## config.mk

```make
export PLATFORM = sky130hd
export DESIGN_NAME = decimal_text_to_fixed_point_core
export DESIGN_NICKNAME = d
export VERILOG_FILES = /design/src/rtl/dtfp_pkg.sv /design/src/rtl/dtfp_parser.sv /design/src/rtl/dtfp_finish.sv /design/src/rtl/decimal_text_to_fixed_point_core.sv
export VERILOG_INCLUDE_DIRS = /design/src /design/src/rtl
export SDC_FILE = /design/constraint.sdc
export NUM_CORES = 2
export LEC_CHECK = 0
export ABC_CLOCK_PERIOD_IN_PS = 7700
export BUFFER_PORTS_ARGS = -buffer_cell sky130_fd_sc_hd__buf_2
export CAP_MARGIN = 20
export CORE_MARGIN = 5
export CORE_UTILIZATION = 40
export DETAILED_ROUTE_END_ITERATION = 12
export MAX_ROUTING_LAYER = met4
export SYNTH_ARGS = -nofsm -noshare
export SYNTH_HDL_FRONTEND = slang
export SYNTH_SLANG_ARGS = --single-unit
```

## constraint.sdc

```tcl
create_clock -name clk_i -period 7.7 [get_ports clk_i]
set_clock_uncertainty 0.2 [all_clocks]
set_input_delay 0.77 -clock clk_i [delete_from_list [all_inputs] [get_ports clk_i]]
set_output_delay 0.77 -clock clk_i [all_outputs]
set_load 0.03 [all_outputs]
```

## src/rtl/decimal_text_to_fixed_point_core_defines.svh

```systemverilog
// Assertion helpers for the decimal text to fixed point core.
`ifndef DECIMAL_TEXT_TO_FIXED_POINT_CORE_DEFINES_SVH
`define DECIMAL_TEXT_TO_FIXED_POINT_CORE_DEFINES_SVH

// Same-cycle implication, disabled during reset.
`define DTFP_ASSERT_NOW(lbl, ante, cons) \
  lbl: assert property (@(posedge clk_i) disable iff (!rst_ni) (ante) |-> (cons)) \
    else $error("dtfp assertion failed");

// Next-cycle implication, disabled during reset.
`define DTFP_ASSERT_NEXT(lbl, ante, cons) \
  lbl: assert property (@(posedge clk_i) disable iff (!rst_ni) (ante) |=> (cons)) \
    else $error("dtfp assertion failed");

`endif

```

## src/rtl/dtfp_pkg.sv

```systemverilog
package dtfp_pkg;

  localparam int SCALE_DIGITS = 8;
  localparam int CHAR_W       = 8;
  localparam int INT_W        = 37;
  localparam int VALUE_W      = 64;
  localparam int CNT_W        = $clog2(SCALE_DIGITS + 1);

  function automatic longint unsigned pow10(input int n);
    longint unsigned p;
    p = 1;
    for (int k = 0; k < n; k++) begin
      p = p * 10;
    end
    return p;
  endfunction

  localparam longint unsigned SCALE = pow10(SCALE_DIGITS);
  localparam int FRAC_W = $clog2(SCALE);

  // Integer part is split in two halves for the scale multiply
  localparam int LO_W   = (INT_W + 1) / 2;
  localparam int HI_W   = INT_W - LO_W;
  localparam int PROD_W = INT_W + FRAC_W;
  localparam int SUM_W  = PROD_W + 1;
  localparam int CMP_W  = (SUM_W > VALUE_W) ? SUM_W : VALUE_W;

  // Weight of each fraction digit position; the entry past the last is unused
  typedef logic [SCALE_DIGITS:0][FRAC_W-1:0] weight_tab_t;

  function automatic weight_tab_t build_weights();
    weight_tab_t w;
    for (int k = 0; k <= SCALE_DIGITS; k++) begin
      if (k < SCALE_DIGITS) begin
        w[k] = FRAC_W'(pow10(SCALE_DIGITS - 1 - k));
      end else begin
        w[k] = '0;
      end
    end
    return w;
  endfunction

  localparam weight_tab_t DIGIT_WEIGHT = build_weights();

  // Collected string, handed to the finishing pipeline on the last request
  typedef struct packed {
    logic              neg;
    logic              good;
    logic [INT_W-1:0]  int_part;
    logic [FRAC_W-1:0] frac_part;
  } fin_req_t;

endpackage

```

## src/rtl/dtfp_parser.sv

```systemverilog
module dtfp_parser (
  input  logic                         clk_i,
  input  logic                         rst_ni,
  input  logic                         cfg_we_i,
  input  logic [dtfp_pkg::INT_W-1:0]   cfg_data_i,
  input  logic                         in_fire_i,
  input  logic [dtfp_pkg::CHAR_W-1:0]  character_i,
  input  logic                         has_char_i,
  input  logic                         last_i,
  output logic                         fin_valid_o,
  output dtfp_pkg::fin_req_t           fin_req_o
);
  import dtfp_pkg::*;

  typedef enum logic [1:0] {PH_START, PH_INT, PH_FRAC} phase_e;

  localparam logic [CHAR_W-1:0] CH_PLUS  = 8'h2B;
  localparam logic [CHAR_W-1:0] CH_MINUS = 8'h2D;
  localparam logic [CHAR_W-1:0] CH_DOT   = 8'h2E;
  localparam logic [CHAR_W-1:0] CH_ZERO  = 8'h30;
  localparam logic [CHAR_W-1:0] CH_NINE  = 8'h39;
  localparam logic [INT_W-1:0]  MAX_INT_RESET = 37'd92233720368;

  logic [INT_W-1:0]  max_int_q;
  phase_e            phase_q, phase_d, phase_n;
  logic              neg_q, neg_d, neg_n;
  logic [INT_W-1:0]  int_q, int_d, int_n;
  logic [FRAC_W-1:0] frac_q, frac_d, frac_n;
  logic [CNT_W-1:0]  cnt_q, cnt_d, cnt_n;
  logic              seen_q, seen_d, seen_n;
  logic              failed_q, failed_d, failed_n;

  logic              is_digit;
  logic [3:0]        digit;
  logic [INT_W+3:0]  int_ext, int_next;
  logic [FRAC_W+3:0] frac_sum;

  // Limit register
  always_ff @(posedge clk_i or negedge rst_ni) begin
    if (!rst_ni) begin
      max_int_q <= MAX_INT_RESET;
    end else if (cfg_we_i) begin
      max_int_q <= cfg_data_i;
    end
  end

  // Digit arithmetic: acc*10 + d for the integer, weighted add for the fraction
  assign is_digit = (character_i >= CH_ZERO) && (character_i <= CH_NINE);
  assign digit    = character_i[3:0];
  assign int_ext  = (INT_W+4)'(int_q);
  assign int_next = (int_ext << 3) + (int_ext << 1) + (INT_W+4)'(digit);
  assign frac_sum = (FRAC_W+4)'(frac_q)
                  + (FRAC_W+4)'(digit) * (FRAC_W+4)'(DIGIT_WEIGHT[cnt_q]);

  // State after this character
  always_comb begin
    phase_n  = phase_q;
    neg_n    = neg_q;
    int_n    = int_q;
    frac_n   = frac_q;
    cnt_n    = cnt_q;
    seen_n   = seen_q;
    failed_n = failed_q;
    if (has_char_i && !failed_q) begin
      if (is_digit) begin
        seen_n = 1'b1;
        if (phase_q != PH_FRAC) begin
          phase_n = PH_INT;
          int_n   = int_next[INT_W-1:0];
          if (int_next > (INT_W+4)'(max_int_q)) begin
            failed_n = 1'b1;
          end
        end else if (cnt_q < CNT_W'(SCALE_DIGITS)) begin
          frac_n = frac_sum[FRAC_W-1:0];
          cnt_n  = CNT_W'(cnt_q + 1'b1);
        end
      end else if ((character_i == CH_PLUS || character_i == CH_MINUS)
                   && phase_q == PH_START) begin
        neg_n   = (character_i == CH_MINUS);
        phase_n = PH_INT;
      end else if (character_i == CH_DOT && phase_q != PH_FRAC) begin
        phase_n = PH_FRAC;
      end else begin
        failed_n = 1'b1;
      end
    end
  end

  // Last request restarts the string
  always_comb begin
    if (last_i) begin
      phase_d  = PH_START;
      neg_d    = 1'b0;
      int_d    = '0;
      frac_d   = '0;
      cnt_d    = '0;
      seen_d   = 1'b0;
      failed_d = 1'b0;
    end else begin
      phase_d  = phase_n;
      neg_d    = neg_n;
      int_d    = int_n;
      frac_d   = frac_n;
      cnt_d    = cnt_n;
      seen_d   = seen_n;
      failed_d = failed_n;
    end
  end

  always_ff @(posedge clk_i or negedge rst_ni) begin
    if (!rst_ni) begin
      phase_q  <= PH_START;
      neg_q    <= 1'b0;
      int_q    <= '0;
      frac_q   <= '0;
      cnt_q    <= '0;
      seen_q   <= 1'b0;
      failed_q <= 1'b0;
    end else if (in_fire_i) begin
      phase_q  <= phase_d;
      neg_q    <= neg_d;
      int_q    <= int_d;
      frac_q   <= frac_d;
      cnt_q    <= cnt_d;
      seen_q   <= seen_d;
      failed_q <= failed_d;
    end
  end

  // Snapshot of the finished string
  assign fin_valid_o         = in_fire_i && last_i;
  assign fin_req_o.neg       = neg_n;
  assign fin_req_o.good      = !failed_n && seen_n;
  assign fin_req_o.int_part  = int_n;
  assign fin_req_o.frac_part = frac_n;

endmodule

```

## src/rtl/dtfp_finish.sv

```systemverilog
module dtfp_finish (
  input  logic                              clk_i,
  input  logic                              rst_ni,
  input  logic                              fin_valid_i,
  input  dtfp_pkg::fin_req_t                fin_req_i,
  output logic                              fin_ready_o,
  output logic                              out_valid_o,
  input  logic                              out_stall_i,
  output logic signed [dtfp_pkg::VALUE_W-1:0] value_o,
  output logic                              ok_o
);
  import dtfp_pkg::*;

  localparam logic [FRAC_W-1:0]  SCALE_V   = FRAC_W'(SCALE);
  localparam logic [VALUE_W-1:0] VALUE_MAX = 64'h7FFF_FFFF_FFFF_FFFF;

  logic en0, en1, en2, en3;
  logic v0_q, v1_q, v2_q, v3_q;

  // Stage 0: captured string
  fin_req_t s0_q;

  // Stage 1: partial products
  logic [LO_W+FRAC_W-1:0] p_lo_q, p_lo_d;
  logic [HI_W+FRAC_W-1:0] p_hi_q, p_hi_d;
  logic [FRAC_W-1:0]      frac1_q;
  logic                   neg1_q, good1_q;

  // Stage 2: magnitude and range check
  logic [SUM_W-1:0]   sum;
  logic [CMP_W-1:0]   sum_ext;
  logic [VALUE_W-1:0] mag2_q;
  logic               neg2_q, ok2_q, ok2_d;

  // Stage 3: signed result
  logic [VALUE_W-1:0] value_q, value_d;
  logic               ok_q;

  // Pipeline advance: a stage loads when empty or when its content moves on
  assign en3 = !v3_q || !out_stall_i;
  assign en2 = !v2_q || en3;
  assign en1 = !v1_q || en2;
  assign en0 = !v0_q || en1;
  assign fin_ready_o = en0;

  always_ff @(posedge clk_i or negedge rst_ni) begin
    if (!rst_ni) begin
      v0_q <= 1'b0;
      v1_q <= 1'b0;
      v2_q <= 1'b0;
      v3_q <= 1'b0;
    end else begin
      if (en0) v0_q <= fin_valid_i;
      if (en1) v1_q <= v0_q;
      if (en2) v2_q <= v1_q;
      if (en3) v3_q <= v2_q;
    end
  end

  // Integer part times 10^scale, in two halves
  assign p_lo_d = (LO_W+FRAC_W)'(s0_q.int_part[LO_W-1:0]) * (LO_W+FRAC_W)'(SCALE_V);
  assign p_hi_d = (HI_W+FRAC_W)'(s0_q.int_part[INT_W-1:LO_W]) * (HI_W+FRAC_W)'(SCALE_V);

  // Recombine, add the fraction, check against the signed 64-bit limit
  assign sum     = (SUM_W'(p_hi_q) << LO_W) + SUM_W'(p_lo_q) + SUM_W'(frac1_q);
  assign sum_ext = CMP_W'(sum);
  assign ok2_d   = good1_q && (sum_ext <= CMP_W'(VALUE_MAX));

  // Sign and failure zeroing
  always_comb begin
    if (!ok2_q) begin
      value_d = '0;
    end else if (neg2_q) begin
      value_d = VALUE_W'(~mag2_q + 1'b1);
    end else begin
      value_d = mag2_q;
    end
  end

  always_ff @(posedge clk_i) begin
    if (en0) s0_q <= fin_req_i;
    if (en1) begin
      p_lo_q  <= p_lo_d;
      p_hi_q  <= p_hi_d;
      frac1_q <= s0_q.frac_part;
      neg1_q  <= s0_q.neg;
      good1_q <= s0_q.good;
    end
    if (en2) begin
      mag2_q <= sum_ext[VALUE_W-1:0];
      neg2_q <= neg1_q;
      ok2_q  <= ok2_d;
    end
    if (en3) begin
      value_q <= value_d;
      ok_q    <= ok2_q;
    end
  end

  assign out_valid_o = v3_q;
  assign value_o     = $signed(value_q);
  assign ok_o        = ok_q;

endmodule

```

## src/rtl/decimal_text_to_fixed_point_core.sv

```systemverilog
// Decimal text to fixed point: one character request per cycle while in_stall_o is low.
// A string's result reaches the output register after its last accepted request passes
// the finishing pipeline stages in order: capture, multiply, add/check, sign.
// Input stalls only when all four finishing stages are full and the output stalls.
// Reset (rst_ni low, asynchronous) clears the parse state and the pipeline valids,
// and loads the integer limit with its default.
module decimal_text_to_fixed_point_core (
  input  logic                                clk_i,
  input  logic                                rst_ni,
  input  logic                                cfg_we_i,
  input  logic [dtfp_pkg::INT_W-1:0]          cfg_data_i,
  input  logic                                in_valid_i,
  output logic                                in_stall_o,
  input  logic [dtfp_pkg::CHAR_W-1:0]         character_i,
  input  logic                                has_char_i,
  input  logic                                last_i,
  output logic                                out_valid_o,
  input  logic                                out_stall_i,
  output logic signed [dtfp_pkg::VALUE_W-1:0] value_o,
  output logic                                ok_o
);
  import dtfp_pkg::*;

`include "decimal_text_to_fixed_point_core_defines.svh"

  logic     in_fire;
  logic     fin_valid;
  logic     fin_ready;
  fin_req_t fin_req;

  // Request accepted
  assign in_stall_o = !fin_ready;
  assign in_fire    = in_valid_i && fin_ready;

  dtfp_parser u_parser (
    .clk_i       (clk_i),
    .rst_ni      (rst_ni),
    .cfg_we_i    (cfg_we_i),
    .cfg_data_i  (cfg_data_i),
    .in_fire_i   (in_fire),
    .character_i (character_i),
    .has_char_i  (has_char_i),
    .last_i      (last_i),
    .fin_valid_o (fin_valid),
    .fin_req_o   (fin_req)
  );

  dtfp_finish u_finish (
    .clk_i       (clk_i),
    .rst_ni      (rst_ni),
    .fin_valid_i (fin_valid),
    .fin_req_i   (fin_req),
    .fin_ready_o (fin_ready),
    .out_valid_o (out_valid_o),
    .out_stall_i (out_stall_i),
    .value_o     (value_o),
    .ok_o        (ok_o)
  );

  // Failed strings report zero
  `DTFP_ASSERT_NOW(a_fail_zero, out_valid_o && !ok_o, value_o == '0)
  // Input backpressure only comes from a stalled result
  `DTFP_ASSERT_NOW(a_stall_src, in_stall_o, out_valid_o && out_stall_i)
  // A good result never reaches the most negative code
  `DTFP_ASSERT_NOW(a_ok_range, out_valid_o && ok_o, value_o != 64'sh8000_0000_0000_0000)
  // A stalled result stays put
  `DTFP_ASSERT_NEXT(a_hold, out_valid_o && out_stall_i, out_valid_o && $stable(value_o) && $stable(ok_o))

endmodule
```

# == Word level (Yosys, flattened, before mapping) ==
# Memories as Yosys holds them, arrays and structs flattened.
# Index checks and enable logic that the tools add are counted.
# classes
n_addsub,7
n_mul,3
div_mod_pow,0
magnitude_cmp,6
eq_ne,6
n_shift,0
mux,36
bitwise,1
n_reduce_logical,28
# ops
operator,count
$mux W27,6
$mux W37,4
$add A64 B46 Y65,1
$add A65 B27 Y65,1
$le A65 B63 Y1 const B,1
$add A64 B1 Y64 const B,1
$mux W64,1
$not A64 Y64,1
$add A40 B38 Y41,1
$add A41 B4 Y41,1
$gt A41 B37 Y1,1
$mul A19 B19 Y38 const B,1
$mul A18 B19 Y37 const B,1
$add A27 B27 Y27,1
$mul A4 B27 Y27,1
$eq A8 B6 Y1 const B,3
$mux W4,5
$mux W1,14
$mux W2,6
$ge A8 B6 Y1 const B,1
$le A8 B6 Y1 const B,1
$logic_and A1 B1 Y1,8
$logic_not A1 Y1,8
$reduce_bool A2 Y1,3
10 further kinds,15
# word_totals
register_bits,415
latchBits,0
mem_bits_rw,0
rom_bits,432
output_inout_bits,67
memories,1
# memory_table
name,words,width,rd,rd_clocked_by_memory_dff,write_ports,line_no,text
(name not given),16,27,1,0,0,dtfp_parser.sv:53,+ (FRAC_W+4)'(digit) * (FRAC_W+4)'(DIGIT_WEIGHT[cnt_q]);

# == Logic depth before layout (Yosys ltp) ==
# depth
ltp_word,9
mapped_depth,22

# == Modules after synthesis ==
# A second synthesis with hierarchy kept.
# unflattened
hier_cells,3729
hier_area_um2,38204.1
# by_module_without_submodules
mod,n_inst,cells_per_inst,area_each_um2
dtfp_finish,1,2257,26247.7
dtfp_parser,1,1470,11946.5
decimal_text_to_fixed_point_core,1,2,10.0

# == Worst setup path after synthesis ==
# No wires, ideal clock.
# synth_path
path_kind,register to register
start,register u_finish.s0_q[55] in the netlist's numbering
end,register u_finish.p_hi_q[44] (data pin)
setup_time_ps,195
t_arrival_ps,5934
required_time_ps,7305
setup_slack_ps,1371
path_stages_with_launch,18
synth_period_minus_slack_ps,6329
path_cell_list,edfxtp_1 > fa_1 > inv_1 > fa_1 > inv_1 > fa_1 > fa_1 > fa_1 > fa_1 > ha_1 > a21o_1 > a21o_1 > a21o_1 > a21o_1 > a21o_1 > a2111oi_0 > o31ai_1 > o311ai_0
# synth_between
elab_chain_len,1
# synth_rtl
element,line_no,text
from (decl),dtfp_finish.sv:21,fin_req_t s0_q;
from (signal assigned),dtfp_finish.sv:81,if (en0) s0_q <= fin_req_i;
$mul A18 B19 Y37,dtfp_finish.sv:62,assign p_hi_d = (HI_W+FRAC_W)'(s0_q.int_part[INT_W-1:LO_W]) * (HI_W+FRAC_W)'(SCALE_V);
named net u_finish.p_hi_d[44],dtfp_finish.sv:25,"logic [HI_W+FRAC_W-1:0] p_hi_q, p_hi_d;"
to (signal assigned),dtfp_finish.sv:84,p_hi_q <= p_hi_d;
to (decl),dtfp_finish.sv:25,
# The timed path passes the listed nets, and every way through them passes these cells.
# A chain may end at the register's enable or synchronous reset.

# == Worst setup path in the final report ==
# layout_path
start,register u_finish.s0_q[51] in the netlist's numbering
end,register u_finish.p_hi_q[44] (data pin)
# The elaborated chain is that of the path after synthesis.

==> impl_results.html <==
<table>
<tr><th>Metric</th><th>Value</th></tr>
<tr><th colspan="2">Status</th></tr>
<tr><td>Result of the run</td><td>finished clean</td></tr>
<tr><th colspan="2">Global routing</th></tr>
<tr><td>Gr ovfl total</td><td>0</td></tr>
<tr><td>Number of antenna violations at the first check in global routing</td><td>2</td></tr>
<tr><td>Via count of the first global-routing pass</td><td>25500</td></tr>
<tr><td>Maximum number of pins on one net before global-route repair</td><td>74</td></tr>
<tr><td>Combined global-route utilization of all metal layers</td><td>17.5%</td></tr>
<tr><td>First-pass GRT wire length</td><td>141 mm</td></tr>
<tr><th colspan="2">Clocking</th></tr>
<tr><td>Maximum buffer depth of the clock tree</td><td>3</td></tr>
<tr><td>Clock input transition at the sequential cells of the worst setup and hold paths</td><td>0.07 ns</td></tr>
<tr><td>Clock root buffer master</td><td>clkbuf_16</td></tr>
<tr><td>CTS-repair resized insts</td><td>0</td></tr>
<tr><td>Depth of the CTS H-tree</td><td>2</td></tr>
<tr><td>Number of setup buffers added after CTS</td><td>0</td></tr>
<tr><td>CTS tree</td><td>built</td></tr>
<tr><td>TritonCTS sink count</td><td>415</td></tr>
<tr><td>Hold buffer count at cts</td><td>0</td></tr>
<tr><td>Insertion delay to the later sink of the worst-skew pair</td><td>0.63 ns</td></tr>
<tr><td>Clock buffer count from CTS</td><td>53</td></tr>
<tr><th colspan="2">Setup path</th></tr>
<tr><td>Worst Path Required</td><td>7.82 ns</td></tr>
<tr><td>Worst setup path category</td><td>flip-flop to flip-flop</td></tr>
<tr><td>Number of buffer and inverter stages on the critical path</td><td>5</td></tr>
<tr><td>Startpoint type of the worst setup path</td><td>flip-flop</td></tr>
<tr><td>Critical path data arrival time</td><td>6.97 ns</td></tr>
<tr><td>Max FO, Critical Path</td><td>5</td></tr>
<tr><td>Delay of the slowest cell on the worst path</td><td>0.69 ns</td></tr>
<tr><td>Library cell contributing the largest single delay on the critical path</td><td>fa_1</td></tr>
<tr><td>Kind of end point of the critical path</td><td>flip-flop</td></tr>
<tr><td>Sequence of cells on the critical path</td><td>fa_1, inv_1, fa_1, inv_1, fa_1, inv_1, fa_1, inv_1, fa_1, fa_1, ha_1, and4_1, nand4_1, a211oi_1, buf_4, a2111oi_0, o31ai_1, o311ai_0</td></tr>
<tr><td>Top cell family by delay on the critical path</td><td>adder cells</td></tr>
<tr><td>Most common cell on crit path</td><td>fa_1</td></tr>
<tr><th colspan="2">Floorplanning</th></tr>
<tr><td>Starting density of the core</td><td>40.1%</td></tr>
<tr><td>Horizontal die dimension</td><td>318 um</td></tr>
<tr><td>Floorplan core area</td><td>94600 sq um</td></tr>
<tr><td>Number of rows created at floorplan</td><td>113</td></tr>
<tr><td>Die area</td><td>101000 sq um</td></tr>
<tr><td>Top-Level Pins</td><td>119</td></tr>
<tr><td>Floorplan die height</td><td>318 um</td></tr>
<tr><th colspan="2">Cells and area</th></tr>
<tr><td>Multi-input gate area in the final layout</td><td>23400 sq um</td></tr>
<tr><td>Nets@finish</td><td>4593</td></tr>
<tr><td>Share of final-layout standard cells stronger than drive strength 1</td><td>7.68%</td></tr>
<tr><td>Sequential cell area in the final layout</td><td>11900 sq um</td></tr>
<tr><td>Area Growth Syn to Fin</td><td>10.0%</td></tr>
<tr><td>Number of inserted diodes</td><td>0</td></tr>
<tr><td>Filler cell count in the final layout</td><td>8953</td></tr>
<tr><th colspan="2">Logic synthesis</th></tr>
<tr><td>Ys flop type</td><td>edfxtp_1</td></tr>
<tr><td>Post-synthesis sequential area ratio</td><td>31.4%</td></tr>
<tr><td>Synthesized netlist cell count</td><td>3620</td></tr>
<tr><td>Top-area cell type share of the netlist area</td><td>23.8%</td></tr>
<tr><td>Total of flip-flops plus latches after synthesis</td><td>415</td></tr>
<tr><td>Synthesized area per cell</td><td>10.5 sq um</td></tr>
<tr><td>Synth Net Count</td><td>4478</td></tr>
<tr><td>Synthesis Warnings</td><td>0</td></tr>
<tr><td>Post-synthesis cell type count</td><td>73</td></tr>
<tr><td>Share of synthesized registers carrying an async set or reset</td><td>27.5%</td></tr>
<tr><td>Synth area leaders</td><td>edfxtp_1 24%, fa_1 18%, ha_1 15%</td></tr>
<tr><td>Most frequent cell after synthesis</td><td>inv_1</td></tr>
<tr><td>Cell type with the largest total area after synthesis</td><td>edfxtp_1</td></tr>
<tr><td>Post-Synthesis Cell Area</td><td>37900 sq um</td></tr>
<tr><td>Count of flip-flops with a built-in enable after synthesis</td><td>301</td></tr>
<tr><td>Most numerous cell types in the synthesized netlist</td><td>610 x inv_1, 464 x ha_1, 342 x fa_1</td></tr>
<tr><th colspan="2">Timing</th></tr>
<tr><td>Aggregate negative setup slack</td><td>0 ns</td></tr>
<tr><td>Worst Max-Slew Pin Slew</td><td>1.02 ns</td></tr>
<tr><td>Portion of the clock cycle consumed by the worst path in the final layout</td><td>89.0%</td></tr>
<tr><td>Fmax</td><td>146 MHz</td></tr>
<tr><td>Final setup violation count</td><td>0</td></tr>
<tr><td>Worst-case headroom to the max-slew limit</td><td>31.6%</td></tr>
<tr><td>Unrepaired setup endpoints after global routing</td><td>no</td></tr>
<tr><td>Time the worst path needs with I/O delays and setup</td><td>6.86 ns</td></tr>
<tr><td>Number of failing hold endpoints at the final stage</td><td>0</td></tr>
<tr><td>Final slew viol count</td><td>0</td></tr>
<tr><td>Final worst setup slack</td><td>0.844 ns</td></tr>
<tr><th colspan="2">Routing</th></tr>
<tr><td>DR pass1 iterations</td><td>6</td></tr>
<tr><td>Vias after detailed routing</td><td>25500</td></tr>
<tr><td>Routed WL per cell</td><td>17.1 um</td></tr>
<tr><td>M1 WL</td><td>44.5 mm</td></tr>
<tr><td>DR WL met3</td><td>3.55 mm</td></tr>
<tr><td>Wire length on met2</td><td>36.8 mm</td></tr>
<tr><td>Detailed-route wire length</td><td>86.1 mm</td></tr>
<tr><td>Final antenna-violating net count</td><td>0</td></tr>
<tr><td>Top routing layer in use</td><td>met4</td></tr>
<tr><td>Number of design rule violations left after detail routing</td><td>0</td></tr>
<tr><td>DRT iter0 DRCs</td><td>1646</td></tr>
<tr><td>Via count normalized by instance count</td><td>5.05</td></tr>
<tr><th colspan="2">Power</th></tr>
<tr><td>Peak supply drop</td><td>139 uV</td></tr>
<tr><td>Reported leakage power</td><td>0.0213 uW</td></tr>
<tr><td>Power Density</td><td>149 nW/um^2</td></tr>
<tr><th colspan="2">Min path</th></tr>
<tr><td>Hold crit path type</td><td>input port to asynchronous set/reset pin</td></tr>
<tr><th colspan="2">Placement</th></tr>
<tr><td>Port buffer count</td><td>118</td></tr>
<tr><td>Routability congestion estimate</td><td>0.906</td></tr>
<tr><td>Final HPWL DP</td><td>70.2 mm</td></tr>
<tr><td>Placement-stage worst setup slack</td><td>0.827 ns</td></tr>
<tr><th colspan="2">Run</th></tr>
<tr><td>Max-cap violations</td><td>0</td></tr>
</table>
-- where the power goes --
group	switching (uW)	internal (uW)
combinational	633	394
sequential	110	2600
clock	994	1480
-- layout make-up --
cell class | count | area share, %
sequential | 415 | 28.6
clock inverter | 27 | 0.726
timing repair buffer | 138 | 1.78
tap | 1265 | 3.80
multi-input combinational | 2516 | 56.2
inverter | 611 | 5.50
clock buffer | 69 | 3.43
-- state kept, by name, indices dropped and copies added, names as in the netlist, 2 cells and up --
name                count
u_finish.p_hi_q        37
u_parser.phase_q        2
u_parser.int_q         37
u_finish.mag2_q        64
u_finish.value_o       64
u_parser.frac_q        27
u_finish.s0_q          66
u_parser.max_int_q     37
u_finish.frac1_q       27
u_finish.p_lo_q        38
u_parser.cnt_q          4
-- layer usage --
metal	vias up	GRT usage [%]
met5	-	-
met4	0	2.96
met3	82	2.19
met1	12200	26.5
met2	465	25.6
li1	12700	-
-- logic make-up (layout without fill, tap and decap cells) --
logic type / Yosys count / after routing / share of synthesized area, %
simple gates: 754 / 754 / 10.2
compound gates: 726 / 726 / 12.7
buf+inv: 689 / 845 / 6.82
fa+ha+maj: 806 / 806 / 33.4
xor+xnor: 204 / 204 / 4.71
mux: 26 / 26 / 0.763
flops: 415 / 415 / 31.4
-- worst register-to-register path, delay by kind of cell (launching register included) --
kind	cells	cell delay (ns)
compound gates	4	1.31
simple gates	2	0.44
buf+inv	5	0.46
flops	1	0.55
fa+ha+maj	7	3.60
-- layout by cell type (no fill, tap or decap), types with 14 or more instances in the layout --
cell type    n
o211ai_1    26
edfxtp_1   301
nor3_1      33
fa_1       342
o31ai_1     36
ha_1       464
nor2b_1     29
o21bai_1    28
xor2_1      65
xnor2_1    139
nand4_1     28
inv_1      609
nand2_1    247
o21a_1      31
or3_1       22
a211oi_1    34
a31oi_1     15
a21o_1      84
a22o_1      54
o21ai_0    170
buf_4       21
dfrtp_1     96
nor2_1      94
dfstp_2     18
and2_1      85
mux2_2      23
nand2b_1    22
and3_1      47
a21oi_1    157
nor4_1      15
buf_2      117
clkbuf_1    14
clkbuf_16   55
nand3_1     61
-- worst paths after layout --
path,slack (ns),cells after the start,endpoint,start
setup / recovery,0.84,18,u_finish.p_hi_q[44],u_finish.s0_q[51]
hold / removal,0.004,1,u_parser.frac_q[5],rst_ni
setup reg to reg,0.84,18,u_finish.p_hi_q[44],u_finish.s0_q[51]
hold reg to reg,0.22,0,u_finish.frac1_q[12],u_finish.s0_q[12]
max in group asynchronous,5.96,2,u_parser.int_q[33],rst_ni
min in group clk_i,0.16,3,u_parser.max_int_q[10],cfg_data_i[10]
-- metrics by stage --
step	util, %	cell area, sq um	std cells	hold slack, ns	total power (uW)
2_1_floorplan	-	37900	3620	0.200	3490
3_3_place_gp	42.3	40000	4945	0.205	3780
3_5_place_dp	42.3	40000	4945	0.205	3790
4_1_cts	44.1	41700	5041	0.0258	6320
5_1_grt	44.1	41700	5041	0.0657	6570
6_report	44.1	41700	5041	0.00427	6210
Note: power is estimated with default switching activity, not from simulation.
